[src/design/rqs_pkg.sv]
package rqs_pkg;

	localparam int QUEUE_DEPTH_DEF = 16;

	localparam int PID_W      = 16;
	localparam int EST_W      = 24;
	localparam int LAST_W     = 16;
	localparam int RUN_W      = 8;
	localparam int ALPHA_W    = 9;
	localparam int STATUS_W   = 2;
	localparam int CFG_IDX_W  = 2;
	localparam int CFG_DATA_W = 9;
	localparam int AVG_SHIFT  = 8;
	localparam int PROD_W     = ALPHA_W + EST_W;
	localparam int ACC_W      = PROD_W + 1;

	localparam logic FIFO = 1'b0;
	localparam logic SRT  = 1'b1;

	localparam logic OP_ENQUEUE  = 1'b0;
	localparam logic OP_DISPATCH = 1'b1;

	typedef logic [STATUS_W-1:0] status_t;
	localparam status_t ST_ENQUEUED   = 2'd0;
	localparam status_t ST_FULL       = 2'd1;
	localparam status_t ST_DISPATCHED = 2'd2;
	localparam status_t ST_NONE       = 2'd3;

	typedef logic [CFG_IDX_W-1:0] cfg_idx_t;
	localparam cfg_idx_t CFG_POLICY      = 2'd0;
	localparam cfg_idx_t CFG_ALPHA       = 2'd1;
	localparam cfg_idx_t CFG_MAX_RUNNING = 2'd2;

	localparam logic [ALPHA_W-1:0] ALPHA_ONE     = 9'd256;
	localparam logic [ALPHA_W-1:0] ALPHA_RST     = 9'd128;
	localparam logic [RUN_W-1:0]   MAX_RUN_RST   = 8'd4;

	typedef struct packed {
		logic capture;
		logic mul_first;
		logic mul_second;
		logic sum;
		logic scan_rd;
		logic pick_load;
		logic shift_rd;
		logic finish;
	} ctrl_cmd_t;

	typedef struct packed {
		logic op;
		logic recompute;
		logic disp_ok;
		logic scan_last;
		logic shift_more;
		logic out_free;
	} ctrl_sts_t;

endpackage

[src/design/rqs_ifs.sv]
interface rqs_req_if;
	import rqs_pkg::*;
	logic              valid;
	logic              ready;
	logic              op;
	logic [PID_W-1:0]  pid;
	logic [EST_W-1:0]  estimate;
	logic [LAST_W-1:0] last_burst;
	logic              recompute;
	logic [RUN_W-1:0]  running;
	modport source(output valid, op, pid, estimate, last_burst, recompute, running,
		input ready);
	modport sink(input valid, op, pid, estimate, last_burst, recompute, running,
		output ready);
endinterface

interface rqs_rsp_if;
	import rqs_pkg::*;
	logic             valid;
	logic             ready;
	status_t          status;
	logic [PID_W-1:0] out_pid;
	logic [EST_W-1:0] out_estimate;
	modport source(output valid, status, out_pid, out_estimate, input ready);
	modport sink(input valid, status, out_pid, out_estimate, output ready);
endinterface

interface rqs_cfg_if;
	import rqs_pkg::*;
	logic                  valid;
	logic                  ready;
	cfg_idx_t              index;
	logic [CFG_DATA_W-1:0] data;
	modport source(output valid, index, data, input ready);
	modport sink(input valid, index, data, output ready);
endinterface

[src/design/rqs_ctrl.sv]
module rqs_ctrl (
	input  logic               clk,
	input  logic               arst_n,
	input  logic               req_valid,
	output logic               req_ready,
	input  rqs_pkg::ctrl_sts_t sts,
	output rqs_pkg::ctrl_cmd_t cmd
);
	import rqs_pkg::*;

	localparam logic [3:0] S_IDLE      = 4'd0;
	localparam logic [3:0] S_DECIDE    = 4'd1;
	localparam logic [3:0] S_MUL1      = 4'd2;
	localparam logic [3:0] S_MUL2      = 4'd3;
	localparam logic [3:0] S_SUM       = 4'd4;
	localparam logic [3:0] S_SCAN      = 4'd5;
	localparam logic [3:0] S_SCAN_WAIT = 4'd6;
	localparam logic [3:0] S_PICK      = 4'd7;
	localparam logic [3:0] S_SHIFT     = 4'd8;
	localparam logic [3:0] S_DONE      = 4'd9;

	logic [3:0] state_q;
	logic [3:0] state_d;

	always_comb begin
		state_d   = state_q;
		cmd       = '0;
		req_ready = 1'b0;
		unique case (state_q)
			S_IDLE: begin
				req_ready = 1'b1;
				if (req_valid) begin
					cmd.capture = 1'b1;
					state_d     = S_DECIDE;
				end
			end
			S_DECIDE: begin
				if (sts.op == OP_ENQUEUE) begin
					state_d = sts.recompute ? S_MUL1 : S_DONE;
				end else begin
					state_d = sts.disp_ok ? S_SCAN : S_DONE;
				end
			end
			S_MUL1: begin
				cmd.mul_first = 1'b1;
				state_d       = S_MUL2;
			end
			S_MUL2: begin
				cmd.mul_second = 1'b1;
				state_d        = S_SUM;
			end
			S_SUM: begin
				cmd.sum = 1'b1;
				state_d = S_DONE;
			end
			S_SCAN: begin
				cmd.scan_rd = 1'b1;
				if (sts.scan_last) begin
					state_d = S_SCAN_WAIT;
				end
			end
			S_SCAN_WAIT: begin
				state_d = S_PICK;
			end
			S_PICK: begin
				cmd.pick_load = 1'b1;
				state_d       = S_SHIFT;
			end
			S_SHIFT: begin
				if (sts.shift_more) begin
					cmd.shift_rd = 1'b1;
				end else begin
					state_d = S_DONE;
				end
			end
			S_DONE: begin
				if (sts.out_free) begin
					cmd.finish = 1'b1;
					state_d    = S_IDLE;
				end
			end
			default: begin
				state_d = S_IDLE;
			end
		endcase
	end

	always_ff @(posedge clk or negedge arst_n) begin
		if (!arst_n) begin
			state_q <= S_IDLE;
		end else begin
			state_q <= state_d;
		end
	end

endmodule

[src/design/rqs_datapath.sv]
module rqs_datapath #(
	parameter int QUEUE_DEPTH = rqs_pkg::QUEUE_DEPTH_DEF
) (
	input  logic                      clk,
	input  logic                      arst_n,
	input  logic                      req_op,
	input  logic [rqs_pkg::PID_W-1:0]  req_pid,
	input  logic [rqs_pkg::EST_W-1:0]  req_estimate,
	input  logic [rqs_pkg::LAST_W-1:0] req_last_burst,
	input  logic                      req_recompute,
	input  logic [rqs_pkg::RUN_W-1:0]  req_running,
	rqs_rsp_if.source                 rsp,
	rqs_cfg_if.sink                   cfg,
	input  rqs_pkg::ctrl_cmd_t        cmd,
	output rqs_pkg::ctrl_sts_t        sts
);
	import rqs_pkg::*;

	localparam int AW = $clog2(QUEUE_DEPTH);
	localparam int CW = $clog2(QUEUE_DEPTH + 1);
	localparam logic [CW-1:0] DEPTH_C = CW'(QUEUE_DEPTH);

	// configuration
	logic               policy_q;
	logic [ALPHA_W-1:0] alpha_q;
	logic [RUN_W-1:0]   max_run_q;

	// captured item
	logic              op_q;
	logic              recompute_q;
	logic [PID_W-1:0]  pid_q;
	logic [EST_W-1:0]  est_q;
	logic [LAST_W-1:0] last_q;
	logic [RUN_W-1:0]  running_q;

	// queue state
	logic [PID_W-1:0] pid_mem [QUEUE_DEPTH];
	logic [EST_W-1:0] est_mem [QUEUE_DEPTH];
	logic [CW-1:0]    occ_q;
	logic [CW-1:0]    idx_q;
	logic [CW-1:0]    pick_q;
	logic [PID_W-1:0] min_pid_q;
	logic [EST_W-1:0] min_est_q;
	logic [PID_W-1:0] rd_pid_q;
	logic [EST_W-1:0] rd_est_q;
	logic             scan_vld_s1;
	logic [CW-1:0]    scan_idx_s1;
	logic             shift_vld_s1;
	logic [AW-1:0]    wr_idx_s1;

	// averaging
	logic [PROD_W-1:0] prod_s1;
	logic [ACC_W-1:0]  acc_q;

	// result register
	logic             rsp_valid_q;
	status_t          rsp_status_q;
	logic [PID_W-1:0] rsp_pid_q;
	logic [EST_W-1:0] rsp_est_q;

	logic [ALPHA_W-1:0] alpha_sat;
	logic [ALPHA_W-1:0] mul_a;
	logic [EST_W-1:0]   mul_b;
	logic [PROD_W-1:0]  prod;
	logic [ACC_W-1:0]   avg_sum;
	logic               full;
	logic               disp_ok;
	logic               enq_ok;
	logic [CW-1:0]      scan_end;
	logic [CW-1:0]      idx_nxt;
	logic [AW-1:0]      rd_addr;
	logic               take;
	status_t            res_status;
	logic [PID_W-1:0]   res_pid;
	logic [EST_W-1:0]   res_est;

	assign alpha_sat = (alpha_q > ALPHA_ONE) ? ALPHA_ONE : alpha_q;
	assign mul_a     = cmd.mul_first ? alpha_sat : (ALPHA_ONE - alpha_sat);
	assign mul_b     = cmd.mul_first ? EST_W'(last_q) : est_q;
	assign prod      = PROD_W'(mul_a) * PROD_W'(mul_b);
	assign avg_sum   = acc_q + ACC_W'(prod_s1);

	assign full     = (occ_q == DEPTH_C);
	assign disp_ok  = (occ_q != '0) && (running_q < max_run_q);
	assign enq_ok   = (op_q == OP_ENQUEUE) && !full;
	assign scan_end = (policy_q == SRT) ? (occ_q - CW'(1)) : '0;
	assign idx_nxt  = idx_q + CW'(1);
	assign rd_addr  = cmd.scan_rd ? idx_q[AW-1:0] : idx_nxt[AW-1:0];
	assign take     = scan_vld_s1 && ((scan_idx_s1 == '0) || (rd_est_q < min_est_q));

	always_comb begin
		if (op_q == OP_ENQUEUE) begin
			res_status = full ? ST_FULL : ST_ENQUEUED;
			res_pid    = '0;
			res_est    = est_q;
		end else if (disp_ok) begin
			res_status = ST_DISPATCHED;
			res_pid    = min_pid_q;
			res_est    = min_est_q;
		end else begin
			res_status = ST_NONE;
			res_pid    = '0;
			res_est    = '0;
		end
	end

	assign sts.op         = op_q;
	assign sts.recompute  = recompute_q;
	assign sts.disp_ok    = disp_ok;
	assign sts.scan_last  = (idx_q == scan_end);
	assign sts.shift_more = (idx_nxt < occ_q);
	assign sts.out_free   = !rsp_valid_q || rsp.ready;

	assign cfg.ready        = 1'b1;
	assign rsp.valid        = rsp_valid_q;
	assign rsp.status       = rsp_status_q;
	assign rsp.out_pid      = rsp_pid_q;
	assign rsp.out_estimate = rsp_est_q;

	always_ff @(posedge clk or negedge arst_n) begin
		if (!arst_n) begin
			policy_q  <= FIFO;
			alpha_q   <= ALPHA_RST;
			max_run_q <= MAX_RUN_RST;
		end else if (cfg.valid) begin
			unique case (cfg.index)
				CFG_POLICY:      policy_q  <= cfg.data[0];
				CFG_ALPHA:       alpha_q   <= cfg.data;
				CFG_MAX_RUNNING: max_run_q <= cfg.data[RUN_W-1:0];
				default: begin
				end
			endcase
		end
	end

	// control registers
	always_ff @(posedge clk or negedge arst_n) begin
		if (!arst_n) begin
			occ_q        <= '0;
			scan_vld_s1  <= 1'b0;
			shift_vld_s1 <= 1'b0;
			rsp_valid_q  <= 1'b0;
		end else begin
			scan_vld_s1  <= cmd.scan_rd;
			shift_vld_s1 <= cmd.shift_rd;
			if (cmd.finish) begin
				rsp_valid_q <= 1'b1;
				if (enq_ok) begin
					occ_q <= occ_q + CW'(1);
				end else if ((op_q == OP_DISPATCH) && disp_ok) begin
					occ_q <= occ_q - CW'(1);
				end
			end else if (rsp.ready) begin
				rsp_valid_q <= 1'b0;
			end
		end
	end

	// payload registers
	always_ff @(posedge clk) begin
		if (cmd.capture) begin
			op_q        <= req_op;
			recompute_q <= req_recompute;
			pid_q       <= req_pid;
			est_q       <= req_estimate;
			last_q      <= req_last_burst;
			running_q   <= req_running;
		end else if (cmd.sum) begin
			est_q <= avg_sum[AVG_SHIFT +: EST_W];
		end

		if (cmd.mul_first || cmd.mul_second) begin
			prod_s1 <= prod;
		end
		if (cmd.mul_second) begin
			acc_q <= ACC_W'(prod_s1) << AVG_SHIFT;
		end

		if (cmd.capture) begin
			idx_q <= '0;
		end else if (cmd.pick_load) begin
			idx_q <= pick_q;
		end else if (cmd.scan_rd || cmd.shift_rd) begin
			idx_q <= idx_nxt;
		end

		scan_idx_s1 <= idx_q;
		wr_idx_s1   <= idx_q[AW-1:0];

		if (take) begin
			min_pid_q <= rd_pid_q;
			min_est_q <= rd_est_q;
			pick_q    <= scan_idx_s1;
		end

		if (cmd.finish) begin
			rsp_status_q <= res_status;
			rsp_pid_q    <= res_pid;
			rsp_est_q    <= res_est;
		end
	end

	// slot memory, one read and one write port
	always_ff @(posedge clk) begin
		if (cmd.scan_rd || cmd.shift_rd) begin
			rd_pid_q <= pid_mem[rd_addr];
			rd_est_q <= est_mem[rd_addr];
		end
		if (shift_vld_s1) begin
			pid_mem[wr_idx_s1] <= rd_pid_q;
			est_mem[wr_idx_s1] <= rd_est_q;
		end else if (cmd.finish && enq_ok) begin
			pid_mem[occ_q[AW-1:0]] <= pid_q;
			est_mem[occ_q[AW-1:0]] <= est_q;
		end
	end

endmodule

[src/design/ready_queue_fifo_srt_scheduler_core.sv]
// channel | dir | handshake     | payload
// req     | in  | valid / ready | op, pid, estimate, last_burst, recompute, running
// rsp     | out | valid / ready | status, out_pid, out_estimate
// cfg     | in  | valid / ready | index, data (ready held high)
//
// one item at a time; enqueue passes a decide step, with recompute also two
// multiply steps and a sum, the two products sharing one 9x24 multiplier
// dispatch scans, then shifts later slots forward; the scan covers every slot
// under shortest estimate and only the head otherwise; one slot is read a cycle
// reset clears configuration, occupancy and handshake state; slots need no clearing
// a stalled rsp holds its result; a new req transfer is taken meanwhile
module ready_queue_fifo_srt_scheduler_core #(
	parameter int QUEUE_DEPTH = rqs_pkg::QUEUE_DEPTH_DEF
) (
	input logic       clk,
	input logic       arst_n,
	rqs_req_if.sink   req,
	rqs_rsp_if.source rsp,
	rqs_cfg_if.sink   cfg
);
	import rqs_pkg::*;

	ctrl_cmd_t cmd;
	ctrl_sts_t sts;

	rqs_ctrl u_ctrl (
		.clk       (clk),
		.arst_n    (arst_n),
		.req_valid (req.valid),
		.req_ready (req.ready),
		.sts       (sts),
		.cmd       (cmd)
	);

	rqs_datapath #(
		.QUEUE_DEPTH (QUEUE_DEPTH)
	) u_datapath (
		.clk            (clk),
		.arst_n         (arst_n),
		.req_op         (req.op),
		.req_pid        (req.pid),
		.req_estimate   (req.estimate),
		.req_last_burst (req.last_burst),
		.req_recompute  (req.recompute),
		.req_running    (req.running),
		.rsp            (rsp),
		.cfg            (cfg),
		.cmd            (cmd),
		.sts            (sts)
	);

endmodule

[src/flat_wrapper.sv]
// flat-port wrapper written by rule: the top's interface ports become plain ports
module ready_queue_fifo_srt_scheduler_core_flat import rqs_pkg::*;
#(
	parameter int QUEUE_DEPTH = rqs_pkg::QUEUE_DEPTH_DEF
)
  (clk, arst_n, req_valid, req_op, req_pid, req_estimate, req_last_burst, req_recompute, req_running, req_ready, rsp_valid, rsp_status, rsp_out_pid, rsp_out_estimate, rsp_ready, cfg_valid, cfg_index, cfg_data, cfg_ready);
  rqs_req_if req_i ();
  rqs_rsp_if rsp_i ();
  rqs_cfg_if cfg_i ();
  input logic clk;
  input logic arst_n;
  input wire logic [$bits(req_i.valid)-1:0] req_valid;
  input wire logic [$bits(req_i.op)-1:0] req_op;
  input wire logic [$bits(req_i.pid)-1:0] req_pid;
  input wire logic [$bits(req_i.estimate)-1:0] req_estimate;
  input wire logic [$bits(req_i.last_burst)-1:0] req_last_burst;
  input wire logic [$bits(req_i.recompute)-1:0] req_recompute;
  input wire logic [$bits(req_i.running)-1:0] req_running;
  output wire logic [$bits(req_i.ready)-1:0] req_ready;
  output wire logic [$bits(rsp_i.valid)-1:0] rsp_valid;
  output wire logic [$bits(rsp_i.status)-1:0] rsp_status;
  output wire logic [$bits(rsp_i.out_pid)-1:0] rsp_out_pid;
  output wire logic [$bits(rsp_i.out_estimate)-1:0] rsp_out_estimate;
  input wire logic [$bits(rsp_i.ready)-1:0] rsp_ready;
  input wire logic [$bits(cfg_i.valid)-1:0] cfg_valid;
  input wire logic [$bits(cfg_i.index)-1:0] cfg_index;
  input wire logic [$bits(cfg_i.data)-1:0] cfg_data;
  output wire logic [$bits(cfg_i.ready)-1:0] cfg_ready;
  assign req_i.valid = req_valid;
  assign req_i.op = req_op;
  assign req_i.pid = req_pid;
  assign req_i.estimate = req_estimate;
  assign req_i.last_burst = req_last_burst;
  assign req_i.recompute = req_recompute;
  assign req_i.running = req_running;
  assign req_ready = req_i.ready;
  assign rsp_valid = rsp_i.valid;
  assign rsp_status = rsp_i.status;
  assign rsp_out_pid = rsp_i.out_pid;
  assign rsp_out_estimate = rsp_i.out_estimate;
  assign rsp_i.ready = rsp_ready;
  assign cfg_i.valid = cfg_valid;
  assign cfg_i.index = cfg_index;
  assign cfg_i.data = cfg_data;
  assign cfg_ready = cfg_i.ready;
  ready_queue_fifo_srt_scheduler_core #(.QUEUE_DEPTH(QUEUE_DEPTH)) u_core (.clk(clk), .arst_n(arst_n), .req(req_i), .rsp(rsp_i), .cfg(cfg_i));
endmodule
[config.mk]
export PLATFORM = sky130hd
export DESIGN_NAME = ready_queue_fifo_srt_scheduler_core_flat
export DESIGN_NICKNAME = d
export VERILOG_FILES = /design/src/design/rqs_pkg.sv /design/src/design/rqs_ifs.sv /design/src/design/rqs_ctrl.sv /design/src/design/rqs_datapath.sv /design/src/design/ready_queue_fifo_srt_scheduler_core.sv /design/src/flat_wrapper.sv
export SDC_FILE = /design/constraint.sdc
export NUM_CORES = 2
export LEC_CHECK = 0
export BUFFER_PORTS_ARGS = -buffer_cell sky130_fd_sc_hd__buf_2
export CORE_UTILIZATION = 57
export DETAILED_ROUTE_END_ITERATION = 12
export PLACE_DENSITY = 0.74
export SLEW_MARGIN = 20
export SYNTH_ARGS = -nofsm -noshare
export SYNTH_HDL_FRONTEND = slang
export SYNTH_SLANG_ARGS = --single-unit
export TNS_END_PERCENT = 1
[constraint.sdc]
create_clock -name clk -period 8.7 [get_ports clk]
set_clock_uncertainty 0.2 [all_clocks]
set_input_delay 0.87 -clock clk [delete_from_list [all_inputs] [get_ports clk]]
set_output_delay 0.87 -clock clk [all_outputs]
set_load 0.05 [all_outputs]
; ---- Yosys cells after proc, flatten, opt, wreduce, memory -nomap -nowiden
; Memories as Yosys holds them, arrays and structs flattened. A register that Yosys moved wholly into a read port is not among the register bits.
; Cells that the tools add are included.
; W data, S select, Z words.
[classes]
n_addsub = 5
mul = 1
div = 0
n_lt_le_gt_ge = 4
eq_ne = 17
shift = 0
n_mux = 49
bitwise_logic = 1
reduce_logical = 27
[op_table]
columns = operator, count
row1 = $mux W24, 6
row2 = $mux W4, 10
row3 = $pmux W4 S10, 1
row4 = $add A32 B32 Y32, 1
row5 = $mul A9 B24 Y32, 1
row6 = $mux W5, 5
row7 = $lt A24 B24 Y1, 1
row8 = $reduce_or A24 Y1, 1
row9 = $mux W1, 23
row10 = $mux W9, 2
row11 = $eq A4 B3 Y1 const B, 4
row12 = $mux W16, 1
row13 = $reduce_or A16 Y1, 1
row14 = $add A5 B1 Y5 const B, 2
row15 = $reduce_and A2 Y1, 5
row16 = $gt A9 B9 Y1 const B, 1
row17 = $sub A9 B9 Y9 const A, 1
row18 = $eq A4 B2 Y1 const B, 2
row19 = $eq A4 B4 Y1 const B, 2
row20 = $lt A8 B8 Y1, 1
row21 = $reduce_bool A2 Y1, 4
row22 = $eq A5 B5 Y1, 1
row23 = $eq A5 B5 Y1 const B, 1
row24 = $logic_and A1 B1 Y1, 5
row25 = other kinds (16), 22
[totals]
regBits = 253
latchBits = 0
ram_bits = 640
mem_bits_ro = 0
in_bits = 82
output_inout_bits = 45
wordCells = 131
memories = 2
[memory_table]
columns = memory, depth, word_bits, rd, rd_ports_with_merged_regs, wr, line
row1 = u_core.u_datapath.est_mem, 16, 24, 1, 1, 1, rqs_datapath.sv:38  ; logic [EST_W-1:0] est_mem [QUEUE_DEPTH];
row2 = u_core.u_datapath.pid_mem, 16, 16, 1, 1, 1, rqs_datapath.sv:37  ; logic [PID_W-1:0] pid_mem [QUEUE_DEPTH];

; ---- Longest topological paths before layout
[logic_depth]
depth_word = 10
ltp_mapped = 29
depth_no_buf = 25

; ---- Hierarchy
; A second synthesis with hierarchy kept.
[hier_totals]
hier_cells = 2687
area_unflattened_um2 = 43674.4
[by_module_without_submodules]
columns = mod, instances, cells_each, area_each_um2, seq_area_each_um2
row1 = rqs_datapath, 1, 2641, 43306.5, 27548.9
row2 = rqs_ctrl, 1, 46, 367.9, 100.1

; ---- Worst setup path after synthesis
; No wires, ideal clock.
[synth_path]
kind = reg-to-reg
from = register u_core.u_ctrl.state_q[1]
to = register u_core.u_datapath.prod_s1[31] (data pin)
setup_time_ns = 0.260
arrival_ns = 8.516
t_required_ns = 8.240
slack_ns = -0.276
path_stages_with_launch = 27
path_buffers = 4
period_less_slack_ns = 8.976
cell_sequence = dfrtp_1 clkbuf_1 inv_1 nor3_1 nand2b_1 clkbuf_1 clkbuf_1 o21ai_1 clkbuf_1 nand2_1 fa_1 inv_1 fa_1 fa_1 inv_1 fa_1 inv_1 ha_1 and4_1 and3_1 a211o_1 a2111oi_0 nor2_1 o21ai_1 o2111ai_1 a21oi_1 xnor2_1
[synth_between]
elab_chain_cells = 4
word_cells_on_any_way = 5
cone_classes = mul (1) / eq/ne (1) / mux (3)
[synth_lines]
columns = item, line
row1 = "start, declared", rqs_ctrl.sv:22  ; logic [3:0] state_q;
row2 = "start signal, assigned", rqs_ctrl.sv:92  ; state_q <= state_d;
row3 = $eq A4 B2 Y1 (*), rqs_ctrl.sv:29  ; unique case (state_q)
row4 = $mux W1 (*), rqs_ctrl.sv:29
row5 = $mux W9 or $mux W24 (tied branches), "rqs_datapath.sv:78, rqs_datapath.sv:79"
row6 = $mul A9 B24 Y32 (*), rqs_datapath.sv:80  ; assign prod = PROD_W'(mul_a) * PROD_W'(mul_b);
row7 = named net u_core.u_datapath.prod[31], rqs_datapath.sv:64  ; logic [PROD_W-1:0] prod;
row8 = "end signal, assigned", rqs_datapath.sv:173  ; prod_s1 <= prod;
row9 = "end, declared", rqs_datapath.sv:52  ; logic [PROD_W-1:0] prod_s1;
; The timed path passes the listed nets; every way through them passes the cells marked *.
; A chain may end at the register's enable or synchronous reset.

; ---- Worst setup path in the final report
[layout_path]
from = register u_core.u_datapath.alpha_q[2]
to = register u_core.u_datapath.prod_s1[31] (data pin)
[layout_between]
elab_chain_cells = 5
[layout_lines]
columns = item, line
row1 = "start, declared", rqs_datapath.sv:25  ; logic [ALPHA_W-1:0] alpha_q;
row2 = "start signal, assigned", rqs_datapath.sv:128  ; CFG_ALPHA: alpha_q <= cfg.data;
row3 = $gt A9 B9 Y1, rqs_datapath.sv:77  ; assign alpha_sat = (alpha_q > ALPHA_ONE) ? ALPHA_ONE : alpha_q;
row4 = $mux W9 (*), rqs_datapath.sv:77
row5 = $sub A9 B9 Y9, rqs_datapath.sv:78  ; assign mul_a = cmd.mul_first ? alpha_sat : (ALPHA_ONE - alpha_sat);
row6 = $mux W9 (*), rqs_datapath.sv:78
row7 = $mul A9 B24 Y32 (*), rqs_datapath.sv:80
row8 = named net u_core.u_datapath.prod[31], rqs_datapath.sv:64
; Marked as above.

==> impl_metrics.env <==
export IMPL_worstHoldPathType="primary input to asynchronous set/reset pin"
export IMPL_boundaryPins=127
export IMPL_placement_rows=101
export IMPL_post_cts_resized_instances=0
export IMPL_cts_bufs_inserted=92
export IMPL_critical_path_class="flop to flop"
export IMPL_vias_per_cell=6.14
export IMPL_path_cells="nor2_1, or4b_2, o41ai_1, nand2_1, xnor2_2, buf_4, nand2_1, fa_1, inv_1, fa_1, fa_1, inv_1, fa_1, inv_1, ha_1, and4_1, and3_1, a211o_1, a2111oi_0, nor2_1, o21ai_1, o2111ai_1, a21oi_1, xnor2_1"
export IMPL_remaining_drc_errors=4
export IMPL_timing_max_transition_violations_final=0
export IMPL_min_period_over_period=0.865
export IMPL_dieArea_um2=77500
export IMPL_synth_fp_nets=3080
export IMPL_dieWidth_um=278
export IMPL_insertion_delay_ns=0.68
export IMPL_setup_fix_buffers_added_after_clock_tree_synthesis=0
export IMPL_grt_use_total=0.265
export IMPL_detailedPlacementHpwl_mm=59.3
export IMPL_crit_path_max_incr_delay_ns=0.68
export IMPL_antenna_found_initial=2
export IMPL_first_pass_grt_wire_length_mm=152
export IMPL_post_route_min_period_ns=7.53
export IMPL_max_freq_ghz=0.133
export IMPL_met1Wirelength_mm=39.4
export IMPL_failed_checks="DRC"
export IMPL_cts_h_tree_lvls=3
export IMPL_tritoncts="built"
export IMPL_cts_hold_repair_buffers=0
export IMPL_crit_fanout=18
export IMPL_worstMarginPinSlew_ns=1.10
export IMPL_buffer_ports_inserted=125
export IMPL_synth_top_area_cell="sky130_fd_sc_hd__edfxtp_1"
export IMPL_worstPathArrival_ns=7.70
export IMPL_synthFlopType="sky130_fd_sc_hd__edfxtp_1"
export IMPL_cp_slowest_cell="sky130_fd_sc_hd__or4b_2"
export IMPL_syn_mean_instance_area_um2=16.0
export IMPL_route_vias_total=24300
export IMPL_cap_viol_max_count=0
export IMPL_path_common_cell="sky130_fd_sc_hd__fa_1"
export IMPL_seq_area_um2=27600
export IMPL_placeableCoreArea_um2=75800
export IMPL_clock_sink_count=929
export IMPL_setup_tns_final_ns=0
export IMPL_wl_met2_mm=50.5
export IMPL_count_leader_synth="sky130_fd_sc_hd__edfxtp_1"
export IMPL_fillerInstances=5248
export IMPL_pre_cts_ws_ns=1.29
export IMPL_yosysTopAreaCellShare=0.613
export IMPL_grt_pass1_vias=25600
export IMPL_grt_setup_unrepaired="false"
export IMPL_multi_input_area_um2=14700
export IMPL_met3WireLength_mm=6.92
export IMPL_ys_ff_latch=929
export IMPL_drive_gt1_frac=0.198
export IMPL_cts_root_buffer_cell="sky130_fd_sc_hd__clkbuf_16"
export IMPL_synth_cell_area_um2=43600
export IMPL_final_nets=3250
export IMPL_synth_enable_flop_cells=889
export IMPL_ys_top_cells_by_count="sky130_fd_sc_hd__edfxtp_1, sky130_fd_sc_hd__inv_1, sky130_fd_sc_hd__nor2_1, sky130_fd_sc_hd__mux4_2, sky130_fd_sc_hd__nand2_1"
export IMPL_status="complete, but fails checks"
export IMPL_report_final_setup_viol=0
export IMPL_dr_first_iter_drc_count=2346
export IMPL_gp_congestion=0.975
export IMPL_area_growth_pct=11.7
export IMPL_top_layer="met4"
export IMPL_minimum_setup_slack_in_the_final_design_ns=1.17
export IMPL_number_of_non_filler_instances_in_the_completed_layout=3954
export IMPL_clock_tree_buffer_depth=3
export IMPL_detailedRoute_firstPassIterationCount=9
export IMPL_clk_pin_slew_worst_paths_ns=0.06
export IMPL_critical_path_startpoint_type="flop"
export IMPL_critical_path_required_ns=8.87
export IMPL_setup_crit_end_kind="flop"
export IMPL_post_place_cells=3784
export IMPL_initial_utilization=0.575
export IMPL_overflow=0
export IMPL_async_reset_ff_frac=0.0323
export IMPL_timing_final_hold_violations=0
export IMPL_distinct_cells_synth=70
export IMPL_wl_per_cell_um=25.4
export IMPL_grt_max_degree=161
export IMPL_synthCells=2731
export IMPL_relSlewSlack=0.268
export IMPL_drt_wl_total_mm=101
export IMPL_yosysWarnings=0
export IMPL_synth_seq_area_share=0.635
export IMPL_route_antenna_remaining_nets=0
export IMPL_chipHeight_um=278
export IMPL_post_synth_main_area_contributors="sky130_fd_sc_hd__edfxtp_1, sky130_fd_sc_hd__mux4_2, sky130_fd_sc_hd__fa_1, sky130_fd_sc_hd__ha_1, sky130_fd_sc_hd__inv_1"
==> flip-flops by register name, summed over array words and instances, names as in the netlist, 4 cells and up <==
register                            cells
u_core.u_ctrl.state_q                   4
u_core.u_datapath.acc_q                24
u_core.u_datapath.alpha_q               9
u_core.u_datapath.est_mem             384
u_core.u_datapath.est_q                24
u_core.u_datapath.idx_q                 5
u_core.u_datapath.last_q               16
u_core.u_datapath.max_run_q             8
u_core.u_datapath.min_est_q            24
u_core.u_datapath.min_pid_q            16
u_core.u_datapath.occ_q                 5
u_core.u_datapath.pick_q                5
u_core.u_datapath.pid_mem             256
u_core.u_datapath.pid_q                16
u_core.u_datapath.prod_s1              32
u_core.u_datapath.rd_est_q             24
u_core.u_datapath.rd_pid_q             16
u_core.u_datapath.rsp.out_estimate     24
u_core.u_datapath.rsp.out_pid          16
u_core.u_datapath.running_q             8
==> critical path: cells and delay by family (launching register included) <==
family          cells  cell delay, ns
buf+inv             4            0.47
compound gates      6            1.66
flops               1            0.42
simple gates        7            1.71
xor+xnor            2            0.42
fa+ha+maj           5            2.37
==> path summary, 6_finish.rpt <==
check                      slack, ns                             to                         start  cells past startpoint
setup / recovery                1.17  u_core.u_datapath.prod_s1[31]  u_core.u_datapath.alpha_q[2]                     24
hold / removal                  0.07     u_core.u_datapath.occ_q[3]                        arst_n                      1
setup reg to reg                1.17  u_core.u_datapath.prod_s1[31]  u_core.u_datapath.alpha_q[2]                     24
hold reg to reg                 0.22    u_core.u_datapath.acc_q[13]  u_core.u_datapath.prod_s1[5]                      0
max in group asynchronous       7.78       u_core.u_ctrl.state_q[3]                        arst_n                      1
min in group clk                0.16     u_core.u_datapath.pid_q[3]                    req_pid[3]                      1
==> per-stage QoR <==
stage | hold slack [ns] | area [um^2] | util
after floorplan | 0.129 | 43600 | -
after global placement | 0.203 | 45600 | 0.602
after detailed placement | 0.205 | 45600 | 0.602
after CTS | 0.0584 | 48600 | 0.641
after global routing | 0.104 | 48700 | 0.642
final | 0.0654 | 48700 | 0.642
==> cells by family (layout without fill, tap and decap cells) <==
group,after synthesis,in the layout,share of synthesized area
simple gates,549,549,0.0572
flops,929,929,0.635
buf+inv,379,623,0.0341
xor+xnor,69,69,0.0139
compound gates,280,280,0.0393
fa+ha+maj,267,267,0.103
mux,257,257,0.118
other cells,1,2,0.0000861
==> cells in the final DEF, fill, tap and decap left out, drive strengths merged, types with 36 or more instances in the layout <==
cell type and n:
buf 186, edfxtp 889, xnor2 48, clkbuf 108, inv 270, mux2 36
clkinv 52, mux4 200, nor2 206, o21ai 112, nand2 174, fa 155
a21oi 59, ha 112
==> cell type report <==
| type | instances | area share |
|---|---|---|
| Antenna cell | 1 | 0.0000514 |
| Clock buffer | 108 | 0.0503 |
| Clock inverter | 60 | 0.0110 |
| Inverter | 269 | 0.0208 |
| Multi-Input combinational cell | 1423 | 0.301 |
| Sequential cell | 929 | 0.568 |
| Tap cell | 978 | 0.0251 |
| Timing Repair Buffer | 186 | 0.0232 |
==> per-layer routing <==
layer / up-vias / GRT usage
met5: - / 0
met4: 0 / 0.103
met3: 226 / 0.0373
met2: 1070 / 0.446
met1: 12500 / 0.353
li1: 10500 / -
Power is not shown: default switching activity piles up to over one toggle a cycle in this logic, so the estimate is an artifact.
